File: config.mk
export PLATFORM = sky130hd
export DESIGN_NAME = wiegand_frame_receiver
export DESIGN_NICKNAME = d
export VERILOG_FILES = /design/src/rtl/core/wfr_pkg.sv /design/src/rtl/core/wiegand_frame_receiver.sv /design/src/rtl/core/wfr_frame.sv /design/src/rtl/core/wfr_emit.sv
export SDC_FILE = /design/constraint.sdc
export NUM_CORES = 1
export LEC_CHECK = 0
export BUFFER_PORTS_ARGS = -buffer_cell sky130_fd_sc_hd__buf_4
export CORE_UTILIZATION = 50
export DETAILED_ROUTE_END_ITERATION = 8
export PLACE_DENSITY = 0.68
export SLEW_MARGIN = 5
export SYNTH_ARGS = -nofsm -noshare
export SYNTH_HDL_FRONTEND = slang
export SYNTH_SLANG_ARGS = --single-unit
File: constraint.sdc
create_clock -name clock -period 6.53 [get_ports clock]
set_input_delay 0.653 -clock clock [delete_from_list [all_inputs] [get_ports clock]]
set_output_delay 0.653 -clock clock [all_outputs]
set_load 0.005 [all_outputs]
File: src/rtl/core/wfr_pkg.sv
// Shared types and constants for the Wiegand frame receiver.
`default_nettype none

package wfr_pkg;

   localparam int STORE_W = 64;   // left-justified frame image handed to the emitter
   localparam int COUNT_W = 7;    // bit count, 0..64
   localparam int GAP_W   = 16;
   localparam int BYTE_W  = 8;
   localparam int INDEX_W = 3;

   localparam logic [GAP_W-1:0] GAP_RESET = 16'd40000;

   // Input word kinds
   localparam logic REQ_TICK  = 1'b0;
   localparam logic REQ_PULSE = 1'b1;

   // Closed frame handed from the assembler to the byte emitter
   typedef struct packed {
      logic               valid;
      logic [STORE_W-1:0] bits;
      logic [COUNT_W-1:0] count;
   } frame_close_type;

endpackage

`default_nettype wire

File: src/rtl/core/wiegand_frame_receiver.sv
// Top level of the Wiegand frame receiver.
//
// Input words (req_*) are either a time tick (req_type = 0) or a data pulse
// (req_type = 1, req_bit_value = D0/D1). Pulses append bits MSB-first up to
// MAX_BITS and restart the gap timer; ticks on an open frame advance it.
// When the timer reaches csr gap_ticks the frame closes and its bits come out
// on the rsp_* channel as bytes, earliest bit in the MSB, each with its index,
// the frame bit count and a last-byte flag.
// Throughput: one input word per cycle. The first byte of a frame is valid
// the cycle after the closing tick is accepted; bytes follow one per cycle
// while rsp_ready is high, up to 8 per frame, from the emitter's output
// registers. Pulses and non-closing ticks are taken while the emitter
// drains; a closing tick is held off (req_ready low) until the emitter can
// take the new frame, which is at the latest as its last byte is sent.
// Reset clears the frame and the emitter and sets gap_ticks to 40000.
// csr_write_en writes gap_ticks at once; write it only while idle.
`default_nettype none

module wiegand_frame_receiver #(
   parameter int MAX_BITS = 64
) (
   input  logic                          clock,
   input  logic                          reset,
   input  logic                          req_valid,
   output logic                          req_ready,
   input  logic                          req_type,
   input  logic                          req_bit_value,
   output logic                          rsp_valid,
   input  logic                          rsp_ready,
   output logic [wfr_pkg::BYTE_W-1:0]    rsp_data_byte,
   output logic [wfr_pkg::INDEX_W-1:0]   rsp_byte_index,
   output logic [wfr_pkg::COUNT_W-1:0]   rsp_frame_bit_count,
   output logic                          rsp_last_byte,
   input  logic                          csr_write_en,
   input  logic [wfr_pkg::GAP_W-1:0]     csr_write_data
);
   import wfr_pkg::*;

   frame_close_type close_word;
   logic            load_ready;

   // Assemble frames and detect the closing gap
   wfr_frame #(
      .MAX_BITS(MAX_BITS)
   ) u_frame (
      .clock          (clock),
      .reset          (reset),
      .req_valid      (req_valid),
      .req_ready      (req_ready),
      .req_type       (req_type),
      .req_bit_value  (req_bit_value),
      .csr_write_en   (csr_write_en),
      .csr_write_data (csr_write_data),
      .load_ready     (load_ready),
      .close_out      (close_word)
   );

   // Stream the closed frame out as bytes
   wfr_emit u_emit (
      .clock               (clock),
      .reset               (reset),
      .close_in            (close_word),
      .load_ready          (load_ready),
      .rsp_valid           (rsp_valid),
      .rsp_ready           (rsp_ready),
      .rsp_data_byte       (rsp_data_byte),
      .rsp_byte_index      (rsp_byte_index),
      .rsp_frame_bit_count (rsp_frame_bit_count),
      .rsp_last_byte       (rsp_last_byte)
   );

endmodule

`default_nettype wire

File: src/rtl/core/wfr_frame.sv
// Frame assembler: bit store, bit count, gap timer and gap register.
`default_nettype none

module wfr_frame #(
   parameter int MAX_BITS = 64
) (
   input  logic                          clock,
   input  logic                          reset,
   input  logic                          req_valid,
   output logic                          req_ready,
   input  logic                          req_type,
   input  logic                          req_bit_value,
   input  logic                          csr_write_en,
   input  logic [wfr_pkg::GAP_W-1:0]     csr_write_data,
   input  logic                          load_ready,
   output wfr_pkg::frame_close_type      close_out
);
   import wfr_pkg::*;

   localparam int IDX_W = (MAX_BITS > 1) ? $clog2(MAX_BITS) : 1;

   logic [MAX_BITS-1:0] store_ff, store_in;
   logic [COUNT_W-1:0]  count_ff, count_in;
   logic [GAP_W-1:0]    gap_cnt_ff, gap_cnt_in;
   logic                open_ff, open_in;
   logic [GAP_W-1:0]    gap_ticks_ff;

   logic [GAP_W-1:0]    gap_next;
   logic                closes;
   logic                accept;
   logic                store_full;
   logic [IDX_W-1:0]    wr_idx;

   // Gap register; the user must write it only while idle, the block does not enforce this
   always_ff @(posedge clock) begin
      if (reset) begin
         gap_ticks_ff <= GAP_RESET;
      end else if (csr_write_en) begin
         gap_ticks_ff <= csr_write_data;
      end
   end

   // A tick on an open frame closes it once the count reaches the gap
   assign gap_next = gap_cnt_ff + GAP_W'(1);
   assign closes   = (req_type == REQ_TICK) && open_ff && !(gap_next < gap_ticks_ff);

   // Hold off a closing tick while the emitter still drains the previous frame
   assign req_ready = !closes || load_ready;
   assign accept    = req_valid && req_ready;

   assign store_full = !(count_ff < COUNT_W'(MAX_BITS));
   assign wr_idx     = IDX_W'(MAX_BITS - 1) - count_ff[IDX_W-1:0];

   // Next frame state
   always_comb begin
      store_in   = store_ff;
      count_in   = count_ff;
      gap_cnt_in = gap_cnt_ff;
      open_in    = open_ff;
      if (accept) begin
         if (req_type == REQ_PULSE) begin
            // Store the bit MSB-first unless full; any pulse restarts the gap
            if (!store_full) begin
               for (int i = 0; i < MAX_BITS; i++) begin
                  if (IDX_W'(i) == wr_idx) begin
                     store_in[i] = req_bit_value;
                  end
               end
               count_in = count_ff + COUNT_W'(1);
            end
            open_in    = 1'b1;
            gap_cnt_in = '0;
         end else if (open_ff) begin
            if (closes) begin
               store_in   = '0;
               count_in   = '0;
               gap_cnt_in = '0;
               open_in    = 1'b0;
            end else begin
               gap_cnt_in = gap_next;
            end
         end
      end
   end

   always_ff @(posedge clock) begin
      if (reset) begin
         store_ff   <= '0;
         count_ff   <= '0;
         gap_cnt_ff <= '0;
         open_ff    <= 1'b0;
      end else begin
         store_ff   <= store_in;
         count_ff   <= count_in;
         gap_cnt_ff <= gap_cnt_in;
         open_ff    <= open_in;
      end
   end

   // Hand the left-justified frame to the emitter on the closing tick
   assign close_out.valid = accept && closes;
   assign close_out.bits  = STORE_W'(store_ff) << (STORE_W - MAX_BITS);
   assign close_out.count = count_ff;

endmodule

`default_nettype wire

File: src/rtl/core/wfr_emit.sv
// Byte emitter: holds a closed frame and sends it one byte per word.
`default_nettype none

module wfr_emit (
   input  logic                          clock,
   input  logic                          reset,
   input  wfr_pkg::frame_close_type      close_in,
   output logic                          load_ready,
   output logic                          rsp_valid,
   input  logic                          rsp_ready,
   output logic [wfr_pkg::BYTE_W-1:0]    rsp_data_byte,
   output logic [wfr_pkg::INDEX_W-1:0]   rsp_byte_index,
   output logic [wfr_pkg::COUNT_W-1:0]   rsp_frame_bit_count,
   output logic                          rsp_last_byte
);
   import wfr_pkg::*;

   logic [STORE_W-1:0] snap_ff, snap_in;
   logic [COUNT_W-1:0] count_ff, count_in;
   logic [INDEX_W-1:0] idx_ff, idx_in;
   logic [INDEX_W-1:0] last_idx_ff, last_idx_in;
   logic               busy_ff, busy_in;

   logic               is_last;
   logic               sent;
   logic [COUNT_W-1:0] count_m1;

   assign is_last    = (idx_ff == last_idx_ff);
   assign sent       = busy_ff && rsp_ready;
   assign load_ready = !busy_ff || (sent && is_last);

   // Last byte index is (count - 1) / 8; a frame always holds at least one bit
   assign count_m1 = close_in.count - COUNT_W'(1);

   // Load a new frame, otherwise advance on each sent word
   always_comb begin
      snap_in     = snap_ff;
      count_in    = count_ff;
      idx_in      = idx_ff;
      last_idx_in = last_idx_ff;
      busy_in     = busy_ff;
      if (close_in.valid) begin
         snap_in     = close_in.bits;
         count_in    = close_in.count;
         idx_in      = '0;
         last_idx_in = count_m1[INDEX_W+2:3];
         busy_in     = 1'b1;
      end else if (sent) begin
         if (is_last) begin
            busy_in = 1'b0;
         end else begin
            snap_in = snap_ff << BYTE_W;
            idx_in  = idx_ff + INDEX_W'(1);
         end
      end
   end

   always_ff @(posedge clock) begin
      if (reset) begin
         busy_ff <= 1'b0;
      end else begin
         busy_ff <= busy_in;
      end
   end

   always_ff @(posedge clock) begin
      snap_ff     <= snap_in;
      count_ff    <= count_in;
      idx_ff      <= idx_in;
      last_idx_ff <= last_idx_in;
   end

   // Drive the result word straight from registers
   assign rsp_valid           = busy_ff;
   assign rsp_data_byte       = snap_ff[STORE_W-1 -: BYTE_W];
   assign rsp_byte_index      = idx_ff;
   assign rsp_frame_bit_count = count_ff;
   assign rsp_last_byte       = is_last;

endmodule

`default_nettype wire

==> impl_results.md <==
- Effective utilization at floorplan: between 50% and 60%
- Data arrival time of the critical path: between 4 and 5 ns
- Post-cts sizing count: 0
- Worst Setup Path Type: register to register
- Post-place instance area: a little over 0.009 mm2
- Number of hold buffers added after CTS: 0
- Slew at the pin closest to its max-slew limit: around 1.2 ns
- Combined buffer and inverter count along the critical path: 1
- Count of clock tree sinks: 182
- Post-Synthesis Net Count: approximately 980
- Wire length of the first global-routing pass: 32100 um
- Die W: approximately 140 um
- Vert. Die Dim: 136 um
- Antenna violations before repair: 0
- Number of pins exceeding their max-slew limit in the final report: 0
- Multi-input gate area in the final layout: 0.00409 mm2
- CTS tree: yes
- Input/output buffers: 43
- I/O pin count: 44
- Clk root buf: clkbuf_16
- Total number of placement rows: 48
- Final instance area: between 0.009 and 0.01 mm2
- Final weighted congestion of routability-driven global placement: just over 0.8
- Part of the Yosys area used for sequential elements: between 40% and 50%
- Synth-to-Final Area Change: 9.40%
- Inserted Clock Buffers: 17
- Drt drc: 0
- Die area: 0.0185 mm2
- Cells after DPL: around 1100
- Number of buffers inserted to repair setup after CTS: 0
- Register area: about 0.0044 mm2
- Largest driver fanout on the critical path: 48
- Fraction of the cycle the final worst path needs: 67.5%
- Worst supply voltage drop on vdd: roughly 0.18 mV
- Maximum clock path buffer count: 2
- Most frequent standard cell in the layout excluding fill and tap cells: nand2_1
- Number of nets in the layout: ~970
- Master of the slowest instance on the critical path: o31ai_4
- Clk_skew: between 0.01 and 0.015 ns
- Data required time at the worst endpoint: 6.80 ns
- Post-synthesis cell type count: 58
- Cell area after synthesis: 0.00898 mm2
- First-pass detailed-route iteration total: 6
- Setup repair after global routing missed its margin: no
- Fraction of layout cells with a size suffix above 1: approximately 17%
- Clk slew on worst S/H paths: 0.07 ns
- Synth Register Bits: approximately 180
- 1st-iter DRT viols: ~590
- Aggregate routed wire length: slightly above 20000 um
- Pin count of the biggest net entering global routing: between 80 and 90
- Async set-reset flop share out of synthesis: 0%
- Critical Path Max Stage Delay: around 1 ns
- Overflow left after global routing: 0
- All-layer global routing usage: between 20 and 25%
- Predominant post-synthesis flop cell: dfxtp_1
- Static power due to leakage: about 3.4 nW
- Post-route minimum period: 4.41 ns
- Vias post-DR: about 6800
- Worst-Skew Late Latency: 0.43 ns
- Setup Viol. Count Final: 0
- Synth Area per Inst: 9.58 um2
- ANT cells: 0
- Hold violation total from the final report: 0
- TNS Setup: 0 ns
- Tightest slew margin relative to the limit: approximately a fifth
- DR WL/cell: 17.5 um
- Largest delay share family, worst path: simple AND/OR/NAND/NOR gates
- Number of global-route vias before repair: roughly 6200
- Warning count from the yosys run: 0
- Commonest cells after routing, fill and taps aside: 163 x nand2_1, 108 x dfxtp_1, 74 x edfxtp_1, 64 x nor2_1, 64 x o22ai_1
- Cell area power density: about 230 mW/mm2
- Count of filler cells inserted in the layout: 1512
- Hold Crit Class: input port to register
- Run status: finished clean
- DR vias/cell: 5.85
- Kind of capture point of the worst setup path: register
- Depth of the CTS H-tree: 4
- Cells after synthesis: 938
- Number of max-cap violations: 0
- Core outline area: 0.0174 mm2
- Final HPWL from detailed placement: approximately 12000 um
- Critical Path Start Type: register
- Non-filler instance count after layout: approximately 1200
- Cell-by-cell trace of the critical path: ha_1, nand3_1, nor3_1, nand3_1, xnor2_1, ha_1, nand4_1, nor3_1, or3_1, o21ai_4, o31ai_4, buf_12, o22ai_1
- Number of enable-type register cells in the synthesized netlist: 74
- ANT nets after route: 0
- Maximum operating frequency: about 230 MHz
through the flow:
step / hold slack (ns) / setup WS (ns) / util, % / total power, mW
after CTS: 0.421 / 2.15 / 56.4 / 2.31
after floorplan: 0.406 / 0.701 / - / 1.28
after detailed placement: 0.460 / 2.17 / 53.1 / 1.31
after global placement: 0.451 / 2.36 / 53.1 / 1.31
after global routing: 0.435 / 1.80 / 56.4 / 2.36
final: 0.435 / 2.12 / 56.4 / 2.30
metal layers:
metal	global-route usage (%)	wire, um	vias to the layer above	share of wire [%]
li1	-	-	3359	-
met1	29.9	9380	3242	46
met2	36.6	9700	187	48
met3	4.14	1020	20	5.0
met4	5.93	219	0	1.1
met5	0	0	-	0
registers in the layout, indices dropped and copies added, names as in the netlist:
name / flops
u_emit.snap_ff: 64
u_frame.store_ff: 64
u_frame.gap_cnt_ff: 16
u_frame.gap_ticks_ff: 16
u_emit.rsp_frame_bit_count: 7
u_frame.count_ff: 7
u_emit.last_idx_ff: 3
u_emit.rsp_byte_index: 3
u_emit.rsp_valid: 1
u_frame.open_ff: 1
report_power, final:
part | switching, mW | internal (mW) | total (mW) | leakage, nW
combinational | 0.0726 | 0.0296 | 0.102 | 1.62
clock | 0.433 | 0.575 | 1.01 | 0.274
sequential | 0.00568 | 1.18 | 1.19 | 1.51
cell type report:
type | instances | share of cell area [%]
Sequential cell | 182 | 44.6
Multi-Input combinational cell | 647 | 41.6
Inverter | 25 | 0.955
Tap cell | 225 | 2.86
Timing Repair Buffer | 53 | 4.18
Clock inverter | 11 | 1.25
Clock buffer | 21 | 4.58
cells by family after synthesis:
| logic type | Yosys count | share of synthesized area (%) |
|---|---|---|
| buffers and inverters | 109 | 6.09 |
| DFF | 182 | 48.8 |
| AOI/OAI and AO/OA | 201 | 15.0 |
| and+or+nand+nor | 339 | 17.0 |
| muxes | 68 | 8.36 |
| xor gates and xnor gates | 17 | 1.66 |
| adders and majority gates | 22 | 3.06 |
cell usage after synthesis (11+ instances only):
master | n | share of area, %
a21oi_1 | 28 | 1.6
a31oi_1 | 57 | 4.0
and2_1 | 18 | 1.3
buf_6 | 13 | 1.6
clkbuf_1 | 52 | 2.2
dfxtp_1 | 108 | 24
edfxtp_1 | 74 | 25
ha_1 | 22 | 3.1
inv_1 | 23 | 0.96
mux2_2 | 53 | 6.6
mux2i_1 | 12 | 1.3
nand2_1 | 163 | 6.8
nand3_1 | 23 | 1.3
nand4_1 | 21 | 1.5
nor2_1 | 64 | 2.7
nor3_1 | 13 | 0.72
o21ai_0 | 12 | 0.67
o22ai_1 | 64 | 4.5
xnor2_1 | 11 | 1.1
final timing paths:
check / start / depth (start not counted) / to / slack [ns]
hold / removal: csr_write_data[10] / 3 / u_frame.gap_ticks_ff[10]$_SDFFE_PP1P_ / 0.44
setup / recovery: u_frame.gap_cnt_ff[0]$_SDFFE_PP0P_ / 13 / u_frame.store_ff[0]$_SDFFE_PP0P_ / 2.12
setup reg to reg: u_frame.gap_cnt_ff[0]$_SDFFE_PP0P_ / 13 / u_frame.store_ff[0]$_SDFFE_PP0P_ / 2.12
hold reg to reg: u_frame.store_ff[0]$_SDFFE_PP0P_ / 2 / u_frame.store_ff[0]$_SDFFE_PP0P_ / 0.48
worst min-delay path, cell delays in order:
cell and delay [ns]:
buf_4 0.07, nand2_1 0.04, o211ai_1 0.06
No activity file was read; power rests on OpenSTA's default activity.
